--- src/rtl/hrsp_pkg.sv ---
// shared types, character codes and hex digit decode for the hex record parser
package hrsp_pkg;

    localparam logic [7:0] CHAR_COLON   = 8'h3A;
    localparam logic [7:0] CHAR_ZERO    = 8'h30;
    localparam logic [7:0] CHAR_NEWLINE = 8'h0A;

    localparam logic [1:0] KIND_DATA  = 2'd0;
    localparam logic [1:0] KIND_END   = 2'd1;
    localparam logic [1:0] KIND_ERROR = 2'd2;

    typedef enum logic [5:0] {
        PH_COLON = 6'b000001,
        PH_COUNT = 6'b000010,
        PH_ADDR  = 6'b000100,
        PH_TYPE  = 6'b001000,
        PH_DATA  = 6'b010000,
        PH_SKIP  = 6'b100000
    } phase_t;

    typedef struct packed {
        logic       ok;
        logic [3:0] nib;
    } hex_digit_t;

    function automatic hex_digit_t hex_decode(input logic [7:0] ch);
        hex_digit_t d;
        d.ok  = 1'b1;
        d.nib = 4'd0;
        if (ch >= 8'h30 && ch <= 8'h39)
        begin
            d.nib = 4'(ch - 8'h30);
        end
        else if (ch >= 8'h41 && ch <= 8'h46)
        begin
            d.nib = 4'(ch - 8'h37);
        end
        else if (ch >= 8'h61 && ch <= 8'h66)
        begin
            d.nib = 4'(ch - 8'h57);
        end
        else
        begin
            d.ok = 1'b0;
        end
        return d;
    endfunction

endpackage

--- src/rtl/hex_record_stream_parser_top.sv ---
// hex record stream parser: one character in, at most one data/end/error result out
//
// Usage: the s_ channel takes one ASCII character of an Intel HEX text per
// transfer (s_tdata). Each record is ':', a two-digit byte count, a four-digit
// load address and a two-digit type. Data records give one m_ transfer per
// data byte, with its address, value and the running byte total in m_tdata
// and kind 0 in m_tuser. The checksum and the rest of the line up to newline
// are skipped. Any other record type gives one end result (kind 1); a missing
// colon or a bad hex digit gives one error result (kind 2). After either the
// block drops every further character until reset.
// A character accepted into the input register is decoded and its result is
// written to the output register. Throughput: one character per cycle unless
// m_tready stalls, set by the single decode step between input and output registers.
// Reset clears all parser state and both valid flags; no pass is needed.
// A stalled m_tready holds the result; the input register still takes one
// more character if empty, and s_tready then drops until the result is taken.
module hex_record_stream_parser_top
(
    input  logic        clk,
    input  logic        rst_n,
    input  logic        s_tvalid,
    output logic        s_tready,
    input  logic [7:0]  s_tdata,   // char_code
    output logic        m_tvalid,
    input  logic        m_tready,
    output logic [39:0] m_tdata,   // byte_address[15:0], byte_value[23:16], total_bytes[39:24]
    output logic [1:0]  m_tuser    // kind
);

    logic                 in_valid_reg;
    logic [7:0]           in_char_reg;
    logic                 advance;

    hrsp_pkg::phase_t     phase_reg, phase_next;
    logic [1:0]           digit_pos_reg, digit_pos_next;
    logic [7:0]           bytes_left_reg, bytes_left_next;
    logic [15:0]          load_addr_reg, load_addr_next;
    logic                 type_data_reg, type_data_next;
    logic [3:0]           high_nib_reg, high_nib_next;
    logic [15:0]          byte_total_reg, byte_total_next;
    logic                 halted_reg, halted_next;

    logic                 out_valid_reg, out_valid_next;
    logic [1:0]           out_kind_reg, out_kind_next;
    logic [15:0]          out_addr_reg, out_addr_next;
    logic [7:0]           out_value_reg, out_value_next;
    logic [15:0]          out_total_reg, out_total_next;

    hrsp_pkg::hex_digit_t dig;
    logic                 res_valid;

    assign advance  = !out_valid_reg || m_tready;
    assign s_tready = !in_valid_reg || advance;

    assign m_tvalid = out_valid_reg;
    assign m_tdata  = {out_total_reg, out_value_reg, out_addr_reg};
    assign m_tuser  = out_kind_reg;

    assign dig = hrsp_pkg::hex_decode(in_char_reg);

    always_comb
    begin
        phase_next      = phase_reg;
        digit_pos_next  = digit_pos_reg;
        bytes_left_next = bytes_left_reg;
        load_addr_next  = load_addr_reg;
        type_data_next  = type_data_reg;
        high_nib_next   = high_nib_reg;
        byte_total_next = byte_total_reg;
        halted_next     = halted_reg;
        res_valid       = 1'b0;
        out_kind_next   = hrsp_pkg::KIND_ERROR;
        out_addr_next   = 16'd0;
        out_value_next  = 8'd0;

        if (advance && in_valid_reg && !halted_reg)
        begin
            if (phase_reg == hrsp_pkg::PH_COLON)
            begin
                if (in_char_reg != hrsp_pkg::CHAR_COLON)
                begin
                    halted_next = 1'b1;
                    res_valid   = 1'b1;
                end
                else
                begin
                    phase_next     = hrsp_pkg::PH_COUNT;
                    digit_pos_next = 2'd0;
                end
            end
            else if (phase_reg == hrsp_pkg::PH_SKIP)
            begin
                if (in_char_reg == hrsp_pkg::CHAR_NEWLINE)
                begin
                    phase_next = hrsp_pkg::PH_COLON;
                end
            end
            else if (!dig.ok)
            begin
                halted_next = 1'b1;
                res_valid   = 1'b1;
            end
            else
            begin
                unique case (phase_reg)
                    hrsp_pkg::PH_COUNT:
                    begin
                        if (digit_pos_reg == 2'd0)
                        begin
                            high_nib_next  = dig.nib;
                            digit_pos_next = 2'd1;
                        end
                        else
                        begin
                            bytes_left_next = {high_nib_reg, dig.nib};
                            phase_next      = hrsp_pkg::PH_ADDR;
                            digit_pos_next  = 2'd0;
                        end
                    end
                    hrsp_pkg::PH_ADDR:
                    begin
                        load_addr_next = {load_addr_reg[11:0], dig.nib};
                        if (digit_pos_reg == 2'd3)
                        begin
                            phase_next     = hrsp_pkg::PH_TYPE;
                            digit_pos_next = 2'd0;
                        end
                        else
                        begin
                            digit_pos_next = digit_pos_reg + 2'd1;
                        end
                    end
                    hrsp_pkg::PH_TYPE:
                    begin
                        if (digit_pos_reg == 2'd0)
                        begin
                            type_data_next = (in_char_reg == hrsp_pkg::CHAR_ZERO);
                            digit_pos_next = 2'd1;
                        end
                        else
                        begin
                            type_data_next = type_data_reg
                                             && (in_char_reg == hrsp_pkg::CHAR_ZERO);
                            digit_pos_next = 2'd0;
                            if (!type_data_next)
                            begin
                                halted_next   = 1'b1;
                                res_valid     = 1'b1;
                                out_kind_next = hrsp_pkg::KIND_END;
                            end
                            else if (bytes_left_reg == 8'd0)
                            begin
                                phase_next = hrsp_pkg::PH_SKIP;
                            end
                            else
                            begin
                                phase_next = hrsp_pkg::PH_DATA;
                            end
                        end
                    end
                    hrsp_pkg::PH_DATA:
                    begin
                        if (digit_pos_reg == 2'd0)
                        begin
                            high_nib_next  = dig.nib;
                            digit_pos_next = 2'd1;
                        end
                        else
                        begin
                            digit_pos_next  = 2'd0;
                            res_valid       = 1'b1;
                            out_kind_next   = hrsp_pkg::KIND_DATA;
                            out_addr_next   = load_addr_reg;
                            out_value_next  = {high_nib_reg, dig.nib};
                            byte_total_next = byte_total_reg + 16'd1;
                            load_addr_next  = load_addr_reg + 16'd1;
                            bytes_left_next = bytes_left_reg - 8'd1;
                            if (bytes_left_next == 8'd0)
                            begin
                                phase_next = hrsp_pkg::PH_SKIP;
                            end
                        end
                    end
                    default:
                    begin
                        // colon and skip phases are handled above
                        phase_next  = hrsp_pkg::PH_COLON;
                        halted_next = 1'b1;
                        res_valid   = 1'b1;
                    end
                endcase
            end
        end

        out_total_next = byte_total_next;
        if (advance)
        begin
            out_valid_next = res_valid;
        end
        else
        begin
            out_valid_next = out_valid_reg;
        end
    end

    always_ff @(posedge clk or negedge rst_n)
    begin
        if (!rst_n)
        begin
            in_valid_reg   <= 1'b0;
            out_valid_reg  <= 1'b0;
            phase_reg      <= hrsp_pkg::PH_COLON;
            digit_pos_reg  <= 2'd0;
            bytes_left_reg <= 8'd0;
            load_addr_reg  <= 16'd0;
            type_data_reg  <= 1'b1;
            high_nib_reg   <= 4'd0;
            byte_total_reg <= 16'd0;
            halted_reg     <= 1'b0;
        end
        else
        begin
            if (s_tready)
            begin
                in_valid_reg <= s_tvalid;
            end
            out_valid_reg  <= out_valid_next;
            phase_reg      <= phase_next;
            digit_pos_reg  <= digit_pos_next;
            bytes_left_reg <= bytes_left_next;
            load_addr_reg  <= load_addr_next;
            type_data_reg  <= type_data_next;
            high_nib_reg   <= high_nib_next;
            byte_total_reg <= byte_total_next;
            halted_reg     <= halted_next;
        end
    end

    // payload registers, no reset
    always_ff @(posedge clk)
    begin
        if (s_tready && s_tvalid)
        begin
            in_char_reg <= s_tdata;
        end
        if (advance && res_valid)
        begin
            out_kind_reg  <= out_kind_next;
            out_addr_reg  <= out_addr_next;
            out_value_reg <= out_value_next;
            out_total_reg <= out_total_next;
        end
    end

    // once halted, only reset leaves the halted state
    assert property (@(posedge clk) disable iff (!rst_n)
        halted_reg |=> halted_reg)
        else $error("parser left halted state without reset");

    // halting always comes with an end or error transfer
    assert property (@(posedge clk) disable iff (!rst_n)
        $rose(halted_reg) |-> (m_tvalid && (m_tuser != hrsp_pkg::KIND_DATA)))
        else $error("halt without end or error result");

    // two-digit fields never count past the second digit
    assert property (@(posedge clk) disable iff (!rst_n)
        ((phase_reg == hrsp_pkg::PH_COUNT) || (phase_reg == hrsp_pkg::PH_TYPE)
         || (phase_reg == hrsp_pkg::PH_DATA)) |-> (digit_pos_reg[1] == 1'b0))
        else $error("digit position out of range");

    // data phase is entered and kept only while bytes remain
    assert property (@(posedge clk) disable iff (!rst_n)
        (phase_reg == hrsp_pkg::PH_DATA) |-> (bytes_left_reg != 8'd0))
        else $error("data phase with no bytes left");

    // a data transfer carries a nonzero running total while the byte total register is nonzero
    assert property (@(posedge clk) disable iff (!rst_n)
        (m_tvalid && (m_tuser == hrsp_pkg::KIND_DATA) && (byte_total_reg != 16'd0))
        |-> (m_tdata[39:24] != 16'd0))
        else $error("data result with zero byte total");

endmodule
--- config.mk ---
export PLATFORM = sky130hd
export DESIGN_NAME = hex_record_stream_parser_top
export DESIGN_NICKNAME = d
export VERILOG_FILES = /design/src/rtl/hrsp_pkg.sv /design/src/rtl/hex_record_stream_parser_top.sv
export SDC_FILE = /design/constraint.sdc
export NUM_CORES = 1
export LEC_CHECK = 0
export ABC_AREA = 0
export BUFFER_PORTS_ARGS = -buffer_cell sky130_fd_sc_hd__buf_4
export CAP_MARGIN = 20
export CELL_PAD_IN_SITES_DETAIL_PLACEMENT = 2
export CELL_PAD_IN_SITES_GLOBAL_PLACEMENT = 2
export CORE_ASPECT_RATIO = 0.8
export CORE_MARGIN = 2
export CORE_UTILIZATION = 41
export CTS_CLUSTER_DIAMETER = 200
export DETAILED_ROUTE_END_ITERATION = 8
export GPL_ROUTABILITY_DRIVEN = 0
export PLACE_DENSITY = 0.84
export RECOVER_POWER = 50
export SLEW_MARGIN = 40
export SYNTH_ARGS = -nofsm -noshare
export SYNTH_HDL_FRONTEND = slang
export SYNTH_SLANG_ARGS = --single-unit
--- constraint.sdc ---
create_clock -name clk -period 7.8 [get_ports clk]
set_input_delay 0.39 -clock clk [delete_from_list [all_inputs] [get_ports clk]]
set_output_delay 0.39 -clock clk [all_outputs]
set_load 0.03 [all_outputs]
After elaboration in Yosys (flattened, before gate mapping):

Cells that the tools add are included.

* div/mod/pow operators: 0
* add/sub/neg operators: 7
* multipliers: 0
* magnitude comparators: 6
* equal/unequal tests: 25
* bitwise gates (word level): 5
* muxes and demuxes: 58
* reduce and logical (&&, ||, !) cells: 34
* shifts and indexed selects: 0

Operator list (number)
* 16-bit 2-to-1 mux: 7
* 6-bit 2-to-1 mux: 12
* 16-bit by 1-bit adder with 16-bit output (second input constant): 2
* 4-bit != test (second input constant): 8
* 16-bit one-hot mux with 2 select lines: 1
* 6-bit one-hot mux with 4 select lines: 1
* 1-bit 2-to-1 mux: 19
* 6-bit AND reduction: 3
* 8-bit by 7-bit greater-or-equal comparator with 1-bit output (second input constant): 2
* 8-bit by 7-bit <= comparator with 1-bit output (second input constant): 2
* 8-bit zero test: 2
* 2-bit 2-to-1 mux: 8
* 8-bit 2-to-1 mux: 2
* 8-bit one-hot mux with 2 select lines: 1
* 4-bit 2-to-1 mux: 3
* 10-bit AND reduction: 1
* 5-bit AND reduction: 2
* 8-bit by 4-bit == test with 1-bit output (second input constant): 1
* 8-bit by 6-bit == test with 1-bit output (second input constant): 1
* 8-bit by 6-bit greater-or-equal comparator with 1-bit output (second input constant): 1
* 8-bit by 6-bit <= comparator with 1-bit output (second input constant): 1
* 1-bit logical AND: 8
* 2-bit != test (second input constant): 4
* 8-bit by 6-bit != test with 1-bit output (second input constant): 1
* other kinds (27): 42

* bits of input ports: 12
* bits in writable memories: 0
* latch bits: 0
* output and inout port bits: 44
* memories: 0
* memory bits (read-only): 0
* word-level logic and storage cells: 150
* bits in registers: 106

Longest topological paths before layout:

Gate-level depths: netlist of the first run.

* word-level depth: 10
* depth in mapped cells: 9
* mapped depth without buffers: 8

Least setup slack after synthesis of the first run:

No wires, ideal clock.

* kind: register to register
* start: reg phase_reg[1]
* end: reg out_kind_reg[0] (netlist: m_tuser[0]) (enable)
* data arrival time: 2843 ps
* path slack: 4553 ps
* clock period less this slack: 3247 ps
* required time: 7396 ps
* stages on the path, launching flop included: 8
* library setup time: 404 ps
* buffers on the path: 1
* cells stage by stage: dfrtp_1 clkbuf_1 nor4_1 nand3b_1 a31oi_1 nor2_1 o21ai_0 and2_1

* word-level cells in the longest chain between the ends: 8
* elaborated cells between the ends (all ways): 13
* classes of those cells: 6 x eq/ne; 5 x mux; 2 x reduce/logical

RTL lines
* start: declaration: line hex_record_stream_parser_top.sv:34 `hrsp_pkg::phase_t phase_reg, phase_next;`
* start signal: assignment: line hex_record_stream_parser_top.sv:212 `phase_reg <= hrsp_pkg::PH_COLON;`
* start signal: assignment: line hex_record_stream_parser_top.sv:228 `phase_reg <= phase_next;`
* 6-bit by 3-bit == test with 1-bit output or 6-bit by 2-bit == test with 1-bit output (tied branches): line hex_record_stream_parser_top.sv:105 `unique case (phase_reg)`
* 2-bit OR reduction (no source line)
* 1-bit one-hot mux with 3 select lines: line hex_record_stream_parser_top.sv:105
* 1-bit 2-to-1 mux: line hex_record_stream_parser_top.sv:98 `else if (!dig.ok)`
* 1-bit 2-to-1 mux: line hex_record_stream_parser_top.sv:91 `else if (phase_reg == hrsp_pkg::PH_SKIP)`
* 1-bit 2-to-1 mux *: line hex_record_stream_parser_top.sv:78 `if (phase_reg == hrsp_pkg::PH_COLON)`
* 1-bit 2-to-1 mux *: line hex_record_stream_parser_top.sv:76 `if (advance && in_valid_reg && !halted_reg)`
* 1-bit logical AND *: line hex_record_stream_parser_top.sv:246 `if (advance && res_valid)`
* end signal: assignment: line hex_record_stream_parser_top.sv:248 `out_kind_reg <= out_kind_next;`
* end: declaration: line hex_record_stream_parser_top.sv:44 `logic [1:0] out_kind_reg, out_kind_next;`

Mark *: on every way between the ends. The rest lies on a longest branch, timed or not.
A chain may end at the register's enable or synchronous reset.

Final worst setup path of the first run:

* start: reg in_char_reg[3]
* end: reg out_total_reg[10], data pin

* word-level cells in the longest chain between the ends: 9
* elaborated cells between the ends (all ways): 16
* classes of those cells: 6 x order compare; 7 x mux; 3 x reduce/logical

RTL lines
* start: declaration: line hex_record_stream_parser_top.sv:31 `logic [7:0] in_char_reg;`
* start signal: assignment: line hex_record_stream_parser_top.sv:244 `in_char_reg <= s_tdata;`
* 8-bit by 7-bit greater-or-equal comparator with 1-bit output or 8-bit by 7-bit <= comparator with 1-bit output (tied branches): line hrsp_pkg.sv:38 `else if (ch >= 8'h61 && ch <= 8'h66)`
* 1-bit logical AND: line hrsp_pkg.sv:38
* 1-bit 2-to-1 mux: line hrsp_pkg.sv:38
* 1-bit 2-to-1 mux: line hrsp_pkg.sv:34 `else if (ch >= 8'h41 && ch <= 8'h46)`
* 1-bit 2-to-1 mux *: line hrsp_pkg.sv:30 `if (ch >= 8'h30 && ch <= 8'h39)`
* 16-bit 2-to-1 mux *: line hex_record_stream_parser_top.sv:98
* 16-bit 2-to-1 mux *: line hex_record_stream_parser_top.sv:91
* 16-bit 2-to-1 mux *: line hex_record_stream_parser_top.sv:78
* 16-bit 2-to-1 mux *: line hex_record_stream_parser_top.sv:76
* net byte_total_next[10]: line hex_record_stream_parser_top.sv:40 `logic [15:0] byte_total_reg, byte_total_next;`
* end signal: assignment: line hex_record_stream_parser_top.sv:251 `out_total_reg <= out_total_next;`
* end: declaration: line hex_record_stream_parser_top.sv:47 `logic [15:0] out_total_reg, out_total_next;`

Mark *: on every way through the listed nets, which the timed path passes. The rest lies on a longest branch.

==> impl_results.md, run 1 <==
- CP max FO: 23
- CP bufs+invs: 0
- Sink Count: 106
- Initial Util: 42.1%
- Final Setup Violations: 0
- Hold Crit Depth: 1
- Ys async rst share: 52.8%
- Clock transition at path regs: 80 ps
- HP Class: input pin to flop
- Crit path arrival time: 3890 ps
- Hold Startpoint: s_tdata[1]
- Global-route wire length before repair: 25,800 µm
- Top cells by count, synth: dfrtp_1 (54), edfxtp_1 (50), nand2_1 (44)
- CP top delay family: compound AO/OA/AOI/OAI gates
- Area of the multi-input gates: 2090 µm²
- Clock Latency Late Sink: 350 ps
- Seq/Total Area, Yosys: 56.3%
- IO Pins: 56
- Most common cell in the synthesized netlist: dfrtp_1
- Critical path, cell by cell: or4b_4 > a311oi_1 > o2111ai_1 > nor2_4 > nand4_1 > xnor2_1
- Grt total ovfl: 0
- Pleak: 2.17 nW
- Seq. cell area: 2910 µm²
- Routed WL: 16,200 µm
- Number of synthesized flops with an enable pin: 50
- Syn Inst Count: 477
- Core ar.: 12,300 µm²
- Drt drc: 0
- Layout area overhead: 12.9%
- Final HPWL DP: 10,900 µm
- Layout cell share with drive strength beyond 1: 9.85%
- Row cnt: 36
- Failing checks: capacitance limit, slew limit
- Max Slew Vio Count: 57
- Initial drt markers: 271
- Total Die Area: 13,500 µm²
- Yosys top cell area share: 29.1%
- CTS root buf: clkbuf_16
- Chip Width: 129 µm
- Total GRT Usage: 24.9%
- Max VDD drop: 0.000106 V
- Post-CTS Setup Bufs: 0
- Vias in the first global route: 4,461
- Placed cell areas: 5710 µm²
- Post-route ant nets: 0
- FF+latch count, synth: 106
- Core Util, Final: 47.6%
- Final Hold Fails: 0
- Flop-to-flop setup slack: 4000 ps
- Worst-Margin Slew: 3400 ps
- Post-synth top area cell: edfxtp_1
- CP max-delay cell: a311oi_1
- Stages on worst setup path: 6
- Startpoint types: flop
- Synth Cell Area: 5160 µm²
- Final net count: 546
- Fin Clk Skew: 13.2 ps
- Worst Path Required: 7890 ps
- Die H: 104 µm
- Post-Syn Nets: 500
- Fin area: 5830 µm²
- Buffers on Ports: 55
- Power Density: 186 nW/µm²
- Drt wl/cell: 23.2 µm
- R2R cell count: 6
- Critical Path Max Stage Delay: 1040 ps
- Crit path from: in_char_reg[3]
- Fmax achieved: 263 MHz
- Syn avg cell area: 10.8 µm²
- CTS tree: yes
- Warnings from Yosys: 0
- Worst reg2reg startpoint: in_char_reg[3]
- Outcome: finished, violations left
- Post-CTS sizing: 0
- H-tree depth: 3
- Ant. Diodes: 0
- Number of antenna violations at the first check in global routing: 0
- Final min period: 3800 ps
- Post-Route Setup TNS: 0 ps
- Yosys cell types: 72
- DR pass1 iterations: 5
- Worst-case clock buffer depth: 2
- Critical path capture point type: flop
- Top cells by area, synth: edfxtp_1 (29%), dfrtp_1 (26%), a21oi_1 (3.7%), nand2_1 (3.2%), and2_1 (2.7%)
- CTS Buf Count: 9
- Slew HR: -127%
- Unrepaired setup endpoints after global routing: false
- Top_reg_cell synth: dfrtp_1
- Post-route clock period utilization: 48.7%
- Vias per cell: 5.75
- Largest net degree at the start of global routing: 57
- Worst Setup Path Type: flop to flop
- Max-cap violations: 1
- Hold_buf cts: 0
- Vias after detailed routing: 4,020
- Fillers: 1,301
==> worst register-to-register path, stage by stage, from the launching register on <==
cell and delay (ps):
edfxtp_1 520, or4b_4 540, a311oi_1 1040, o2111ai_1 470
nor2_4 530, nand4_1 240, xnor2_1 210
==> layer usage <==
metal	vias up	track usage, %	part of all wire [%]
li1	1834	-	-
met1	2083	33.6	45
met2	86	42.2	50
met3	17	3.81	3.4
met4	0	6.07	1.3
met5	-	0	0
==> cell families (layout without fill, tap and decap cells) <==
family	count (synthesis)	after routing	synth area share [%]
buf+inv	36	87	2.96
flops	106	106	56.3
xor+xnor	17	17	2.88
mux	7	7	1.67
compound gates	109	109	13.9
simple gates	191	191	19.6
fa+ha+maj	11	11	2.67
==> layout by cell type, fill, tap and decap left out, types with 5 or more instances in the layout <==
cell type / synthesis / final
nor2_1: 30 / 30
nand4_1: 9 / 9
and2_1: 22 / 20
edfxtp_1: 50 / 50
nand3_1: 27 / 27
clkbuf_4: 0 / 8
clkbuf_1: 11 / 45
clkbuf_16: 0 / 10
nor3b_1: 5 / 5
dfrtp_1: 54 / 54
and3_1: 5 / 5
o22ai_1: 9 / 9
o21ai_0: 26 / 26
nor3_1: 12 / 12
nand2_1: 44 / 44
ha_1: 11 / 11
xnor2_1: 8 / 8
a21oi_1: 38 / 38
xor2_1: 9 / 9
inv_1: 15 / 15
nand2b_1: 6 / 6
==> stage by stage <==
stage	total power, mW	hold WS (ps)	instances	setup slack [ps]
after global placement	0.628	439	683	4670
after CTS	1.09	151	699	4320
after global routing	1.12	230	699	3700
after detailed placement	0.631	459	683	4480
final	1.09	234	699	4000
after floorplan	0.613	94.4	477	4550
==> power breakdown <==
part / internal (mW) / switching (mW) / total (mW)
clock network: 0.243 / 0.226 / 0.469
logic: 0.00896 / 0.0183 / 0.0272
registers: 0.586 / 0.00515 / 0.591
==> worst paths after layout <==
| path | to |
|---|---|
| setup / recovery | out_total_reg[10] |
| hold / removal | in_char_reg[1] |
| setup reg to reg | out_total_reg[10] |
| hold reg to reg | halted_reg |
| max in group asynchronous | phase_reg[1] |
| min in group asynchronous | bytes_left_reg[1] |
==> layout make-up <==
class,count,area share [%]
sequential,106,49.8
tap,171,3.67
multi-input combinational,335,35.9
timing repair buffer,56,4.32
inverter,15,0.966
clock buffer,10,4.29
clock inverter,6,0.988
(Power assumes the default switching activity.)
==> run 2, diff against run 1 <==
CORE_UTILIZATION = 38   (was 41)
PLACE_DENSITY = 0.79   (was 0.84)
clock period = 3.84 ns   (was 7.8 ns; I/O delays follow)
==> run 2 against run 1 <==
  * Final cell count is 2.9% higher
  * The run still ends with capacitance limit, slew limit left
  * Clock-buffer cell count is 2 higher
  * Non-clock buffer count is 11 higher
  * Clock skew is 6.5 ps lower
  * Total power is 100% higher
  * Core utilization is 3.2 points lower
  * Clock power is 96% higher
  * Via count is 1.1% lower
  * Register-to-register slack worse by 3300 ps
  * Maximum frequency is 22% higher
  * Routed wire length is 7.4% lower
  * Critical path type unchanged
  * Global-route usage is 3.3 points lower
==> impl_results.md, run 2 (synthesis gave the netlist of run 1 again) <==
- Vias in the first global route: 4,297
- Critical path, cell by cell: inv_1 > ha_1 > nor3b_1 > a311oi_4 > o211a_1 > nand3_2 > nor3_1 > xor2_1
- Chip Width: 134 µm
- Pre-CTS setup slack: 664 ps
- CTS Buf Count: 9
- Final net count: 557
- Global-route wire length before repair: 24,100 µm
- Post-Route Setup TNS: 0 ps
- Crit path arrival time: 3200 ps
- Hold Crit Depth: 1
- Drt wl/cell: 20.9 µm
- Initial Util: 38.5%
- Worst reg2reg startpoint: in_char_reg[0]
- Row cnt: 38
- Inst Count DP: 698
- Power Density: 366 nW/µm²
- Total GRT Usage: 21.7%
- Largest net degree at the start of global routing: 57
- Commonest cells after routing, fill and taps aside: dfrtp_1 (54), edfxtp_1 (50), clkbuf_1 (45)
- Max Slew Vio Count: 57
- Final Setup Violations: 0
- Final setup margin: 724 ps
- Sink Count: 106
- Drt drc: 0
- Max-cap violations: 1
- Fin Clk Skew: 6.72 ps
- Routed WL: 15,000 µm
- Number of antenna violations at the first check in global routing: 0
- Grt total ovfl: 0
- Max VDD drop: 0.000290 V
- Final min period: 3120 ps
- CP max FO: 18
- Final Hold Fails: 0
- CTS tree: yes
- CP max-delay cell: a311oi_4
- Hold Startpoint: s_tdata[3]
- R2R cell count: 8
- Pwr Total: 2.18 mW
- Clock Latency Late Sink: 360 ps
- Worst Path Required: 3930 ps
- IO Pins: 56
- Worst Setup Path Type: flop to flop
- Worst-Margin Slew: 2680 ps
- Core ar.: 13,400 µm²
- Unrepaired setup endpoints after global routing: false
- Critical path capture point type: flop
- Die H: 108 µm
- Layout area overhead: 15.2%
- Post-route ant nets: 0
- Worst-case clock buffer depth: 2
- Initial drt markers: 267
- DR pass1 iterations: 5
- Pleak: 2.24 nW
- H-tree depth: 3
- Clock transition at path regs: 70 ps
- Post-CTS Setup Bufs: 0
- Failing checks: capacitance limit, slew limit
- Vias after detailed routing: 3,976
- HP Class: input pin to flop
- Flop-to-flop setup slack: 720 ps
- Final HPWL DP: 10,900 µm
- Layout cell share with drive strength beyond 1: 10.9%
- Slew HR: -78.4%
- Vias per cell: 5.53
- Reg-to-Reg End: out_total_reg[12]
- CTS root buf: clkbuf_16
- Total Die Area: 14,500 µm²
- Ant. Diodes: 0
- Commonest non-fill, non-tap cell in the layout: dfrtp_1
- Outcome: finished, violations left
- Layout Cells excl Fill: 719
- Hold EP: in_char_reg[3]
- Buffers on Ports: 55
- Fmax achieved: 321 MHz
- Final hold slack: 35.8 ps
- Critical Path Max Stage Delay: 520 ps
- Startpoint types: flop
- Post-route clock period utilization: 81.1%
[run 2: cell count changes in the layout (fill, tap and decap cells not counted), moves of 2 or more]
cell           change
buf_4              +4
clkbuf_8           +2
clkinvlp_4         -2
dlygate4sd3_1      +5
[run 2: layer usage]
metal  routed length, µm  share of wire (%)  up-vias  track usage, %
met5                   0                  0        -               0
met4                 111               0.74        0            3.98
met3                 444                3.0       10            4.45
met2                7540                 50       57            37.1
met1                6910                 46     2063            28.9
li1                    -                  -     1846               -
[run 2: final cells by class]
type / instances / area (µm²)
inverter: 15 / 56.3
multi-input combinational: 335 / 2110
sequential: 106 / 2910
fill: 1436 / 7460
timing repair buffer: 67 / 362
clock buffer: 12 / 256
tap: 180 / 225
clock inverter: 4 / 33.8
[run 2: timing repair]
action                     in CTS  in global routing
hold buffers                    4                  1
resized for setup               0                  0
setup endpoints to repair       0                  0
hold endpoints to repair       57                  1
[run 2: report_power, final]
part | leakage, nW | switching [mW] | internal (mW)
Clock | 0.145 | 0.435 | 0.483
Sequential | 1.11 | 0.0105 | 1.19
Combinational | 0.983 | 0.0360 | 0.0223
Total | 2.24 | 0.482 | 1.70
[run 2: through the flow]
step,utilization (%),instance area (µm²)
detailed placement,43.1,5770
finish,44.4,5950
floorplan,-,5160
global placement,43.0,5770
global route,44.4,5950
CTS,45.5,6100
[run 2: how the worst max path moves through the flow]
stage | startpoint | to | slack [ps] | depth (start not counted)
floorplan | phase_reg[1] | m_tuser[0] | 590 | 7
global placement | in_char_reg[6] | phase_reg[2] | 1010 | 5
detailed placement | phase_reg[1] | out_total_reg[5] | 660 | 7
CTS | phase_reg[1] | out_total_reg[3] | 550 | 7
global route | rst_n | byte_total_reg[1] | 380 | 2
finish | in_char_reg[0] | out_total_reg[12] | 720 | 8
[run 2: critical path, delay by kind of cell (launching register included)]
| family | cells | cell delay [ps] |
|---|---|---|
| AND/OR/NAND/NOR | 3 | 990 |
| AO/OA/AOI/OAI | 2 | 860 |
| flip-flops | 1 | 490 |
| adder cells (fa/ha/maj) | 1 | 230 |
| XOR/XNOR | 1 | 150 |
| buffers and inverters | 1 | 110 |
==> run 3, diff against run 2 <==
ABC_AREA = 1   (was 0)
CORE_UTILIZATION = 37   (was 38)
PLACE_DENSITY = 0.8   (was 0.79)
clock period = 3.25 ns   (was 3.84 ns; I/O delays follow)
==> run 3 against run 2 <==
  * The run still ends with capacitance limit, slew limit left
  * Core utilization shrank 0.83 points
  * Clock skew grew 0.70 ps
  * Total power grew 21%
  * Register-to-register slack lost 310 ps
  * Critical path type unchanged
  * Highest routed layer unchanged
==> impl_results.md, run 3 <==
- Outcome: finished, violations left
- Failing checks: capacitance limit, slew limit
- Grt total ovfl: 0
- Startpoint types: flop
- Yosys cell types: 44
- Critical Path Max Stage Delay: 440 ps
- Mux cell area share after synthesis: 0.207%
- Max Slew Vio Count: 57
- Max-cap violations: 1
- Commonest cells after routing, fill and taps aside: nand2_1 (130), inv_1 (75), nor2_1 (73)
- Layout area overhead: 14.6%
- Critical path capture point type: flop
- Drt drc: 0
- Final setup margin: 418 ps
- Post-Route Setup TNS: 0 ps
- Final Hold Fails: 0
- Warnings from Yosys: 0
- Inst Count DP: 826
- Global-route wire length before repair: 26,100 µm
- Yosys top cell area share: 27.6%
- Post-route ant nets: 0
- H-tree depth: 3
- Critical path, cell by cell: inv_1 > ha_1 > o21ai_0 > nand2_1 > nand2_1 > nand2_1 > nand3_1 > nor2_8 > nand3_1 > xor2_1
- Row cnt: 39
- CP bufs+invs: 1
- Post-Syn Nets: 619
- CTS Buf Count: 9
- Stages on worst setup path: 10
- Worst-Margin Slew: 1570 ps
- Ant. Diodes: 0
- Drt wl/cell: 18.0 µm
- Max VDD drop: 0.000324 V
- Top cells by area, synth: edfxtp_1 (28%), dfrtp_1 (25%), nand2_1 (8.8%), inv_1 (5.2%), nor2_1 (5.0%)
- CTS tree: yes
- Slew HR: -4.61%
- Final Setup Violations: 0
- Vias per cell: 5.05
- Layout Cells excl Fill: 851
- Total Die Area: 15,700 µm²
- Ys async rst share: 52.8%
- Simple-Gate Fraction of Synth Area: 26.0%
- Initial drt markers: 122
- Post-synthesis adder-cell area fraction: 2.53%
- R2R cell count: 10
- Number of antenna violations at the first check in global routing: 0
- Clock transition at path regs: 80 ps
- Seq/Total Area, Yosys: 53.5%
- Placed cell areas: 6040 µm²
- HP Class: input pin to flop
- Syn Inst Count: 596
- IO Pins: 56
- Pleak: 2.70 nW
- DR pass1 iterations: 4
- Synth Area in XOR/XNOR: 3.55%
- Chip Width: 139 µm
- Post-route clock period utilization: 87.1%
- Worst path most repeated cell: nand2_1
- Fin Clk Skew: 7.42 ps
- Buffers on Ports: 55
- CTS root buf: clkbuf_16
- FF+latch count, synth: 106
- Worst Path Required: 3370 ps
- Syn avg cell area: 9.11 µm²
- Number of synthesized flops with an enable pin: 50
- Pre-CTS setup slack: 653 ps
- Post-synth top area cell: edfxtp_1
- Worst-case clock buffer depth: 2
- Worst Setup Path Type: flop to flop
- CP top delay family: simple AND/OR/NAND/NOR gates
- Hold Crit Depth: 3
- Top_reg_cell synth: dfrtp_1
- Vias after detailed routing: 4,300
- Fin area: 6220 µm²
- Initial Util: 38.0%
- Total GRT Usage: 21.1%
- Most common cell in the synthesized netlist: nand2_1
- Core ar.: 14,300 µm²
- Die H: 112 µm
- Final net count: 685
- Crit path arrival time: 2950 ps
- CP max FO: 10
- Top cells by count, synth: nand2_1 (128), inv_1 (75), nor2_1 (73)
- Unrepaired setup endpoints after global routing: false
- Largest net degree at the start of global routing: 57
- Synth Cell Area: 5430 µm²
- Power Density: 423 nW/µm²
- Main combinational cell family by area after synthesis: simple AND/OR/NAND/NOR gates
- Commonest non-fill, non-tap cell in the layout: nand2_1
- Compound-cell area share of the yosys netlist: 7.21%
- Final min period: 2830 ps
- CP max-delay cell: edfxtp_1
- Pwr Total: 2.63 mW
- Fmax achieved: 353 MHz
- Vias in the first global route: 4,926
- Sink Count: 106
- Layout cell share with drive strength beyond 1: 9.75%
- Final HPWL DP: 11,300 µm
- Clock Latency Late Sink: 360 ps
- Routed WL: 15,300 µm
[run 3: cell count changes after synthesis, moves of 7 or more]
cell	delta
nor3_1	-7
o21ai_0	+11
nand3_1	+8
a21oi_1	-30
nor2_2	+7
nand2_1	+84
inv_1	+60
nor2_1	+43
o21ai_1	+9
and2_1	-22
xor2_1	+7
inv_2	+9
o22ai_1	-8
clkbuf_1	-8
[run 3: logic make-up after synthesis]
| family | Yosys count |
|---|---|
| multiplexers | 1 |
| AO/OA/AOI/OAI | 71 |
| XOR/XNOR | 22 |
| flip-flops | 106 |
| buffers and inverters | 95 |
| AND/OR/NAND/NOR | 290 |
| adder cells (fa/ha/maj) | 11 |
[run 3: where the power goes]
part / internal [mW] / total (mW) / switching (mW) / leakage (nW)
Combinational: 0.0260 / 0.0745 / 0.0484 / 1.46
Sequential: 1.41 / 1.42 / 0.00936 / 1.08
Clock: 0.611 / 1.14 / 0.531 / 0.150
Total: 2.04 / 2.63 / 0.589 / 2.70
[run 3: worst min-delay path: cells and delay by family]
kind                   cells  cell delay, ps
buffers and inverters      1              80
and+or+nand+nor            2             130
[run 3: final cells by class]
cell class,instances,area [µm²]
clock buffer,10,229
clock inverter,6,75.1
fill,1610,8080
inverter,84,315
multi-input combinational,395,2110
sequential,106,2910
tap,184,230
timing repair buffer,66,359
[run 3: final timing paths]
path / slack, ps / end / from
max: 420 / out_total_reg[10] / in_char_reg[0]
min: 40 / in_valid_reg / s_tvalid
max reg2reg: 420 / out_total_reg[10] / in_char_reg[0]
min reg2reg: 470 / halted_reg / halted_reg
max in group asynchronous: 1570 / bytes_left_reg[7] / rst_n
min in group asynchronous: 720 / byte_total_reg[9] / rst_n
[run 3: what timing repair did]
| item | in CTS | in global routing |
|---|---|---|
| hold endpoints to repair | 62 | 0 |
| hold buffers | 9 | 0 |
| setup buffers | 0 | 0 |
| gates resized for setup | 0 | 0 |
[run 3: per-stage QoR]
| step | hold WS [ps] | util (%) |
|---|---|---|
| 4_1_cts | 18.7 | 45.0 |
| 6_report | 38.1 | 43.5 |
| 2_1_floorplan | -133 | - |
| 3_5_place_dp | 304 | 42.2 |
| 3_3_place_gp | 305 | 42.2 |
| 5_1_grt | 46.6 | 43.5 |
[run 3: metal layers]
metal	part of all wire, %	track usage [%]	vias up
met5	0	0	-
met3	2.4	4.10	14
met4	1.2	5.19	0
met2	50	37.1	47
li1	-	-	2086
met1	46	26.8	2153
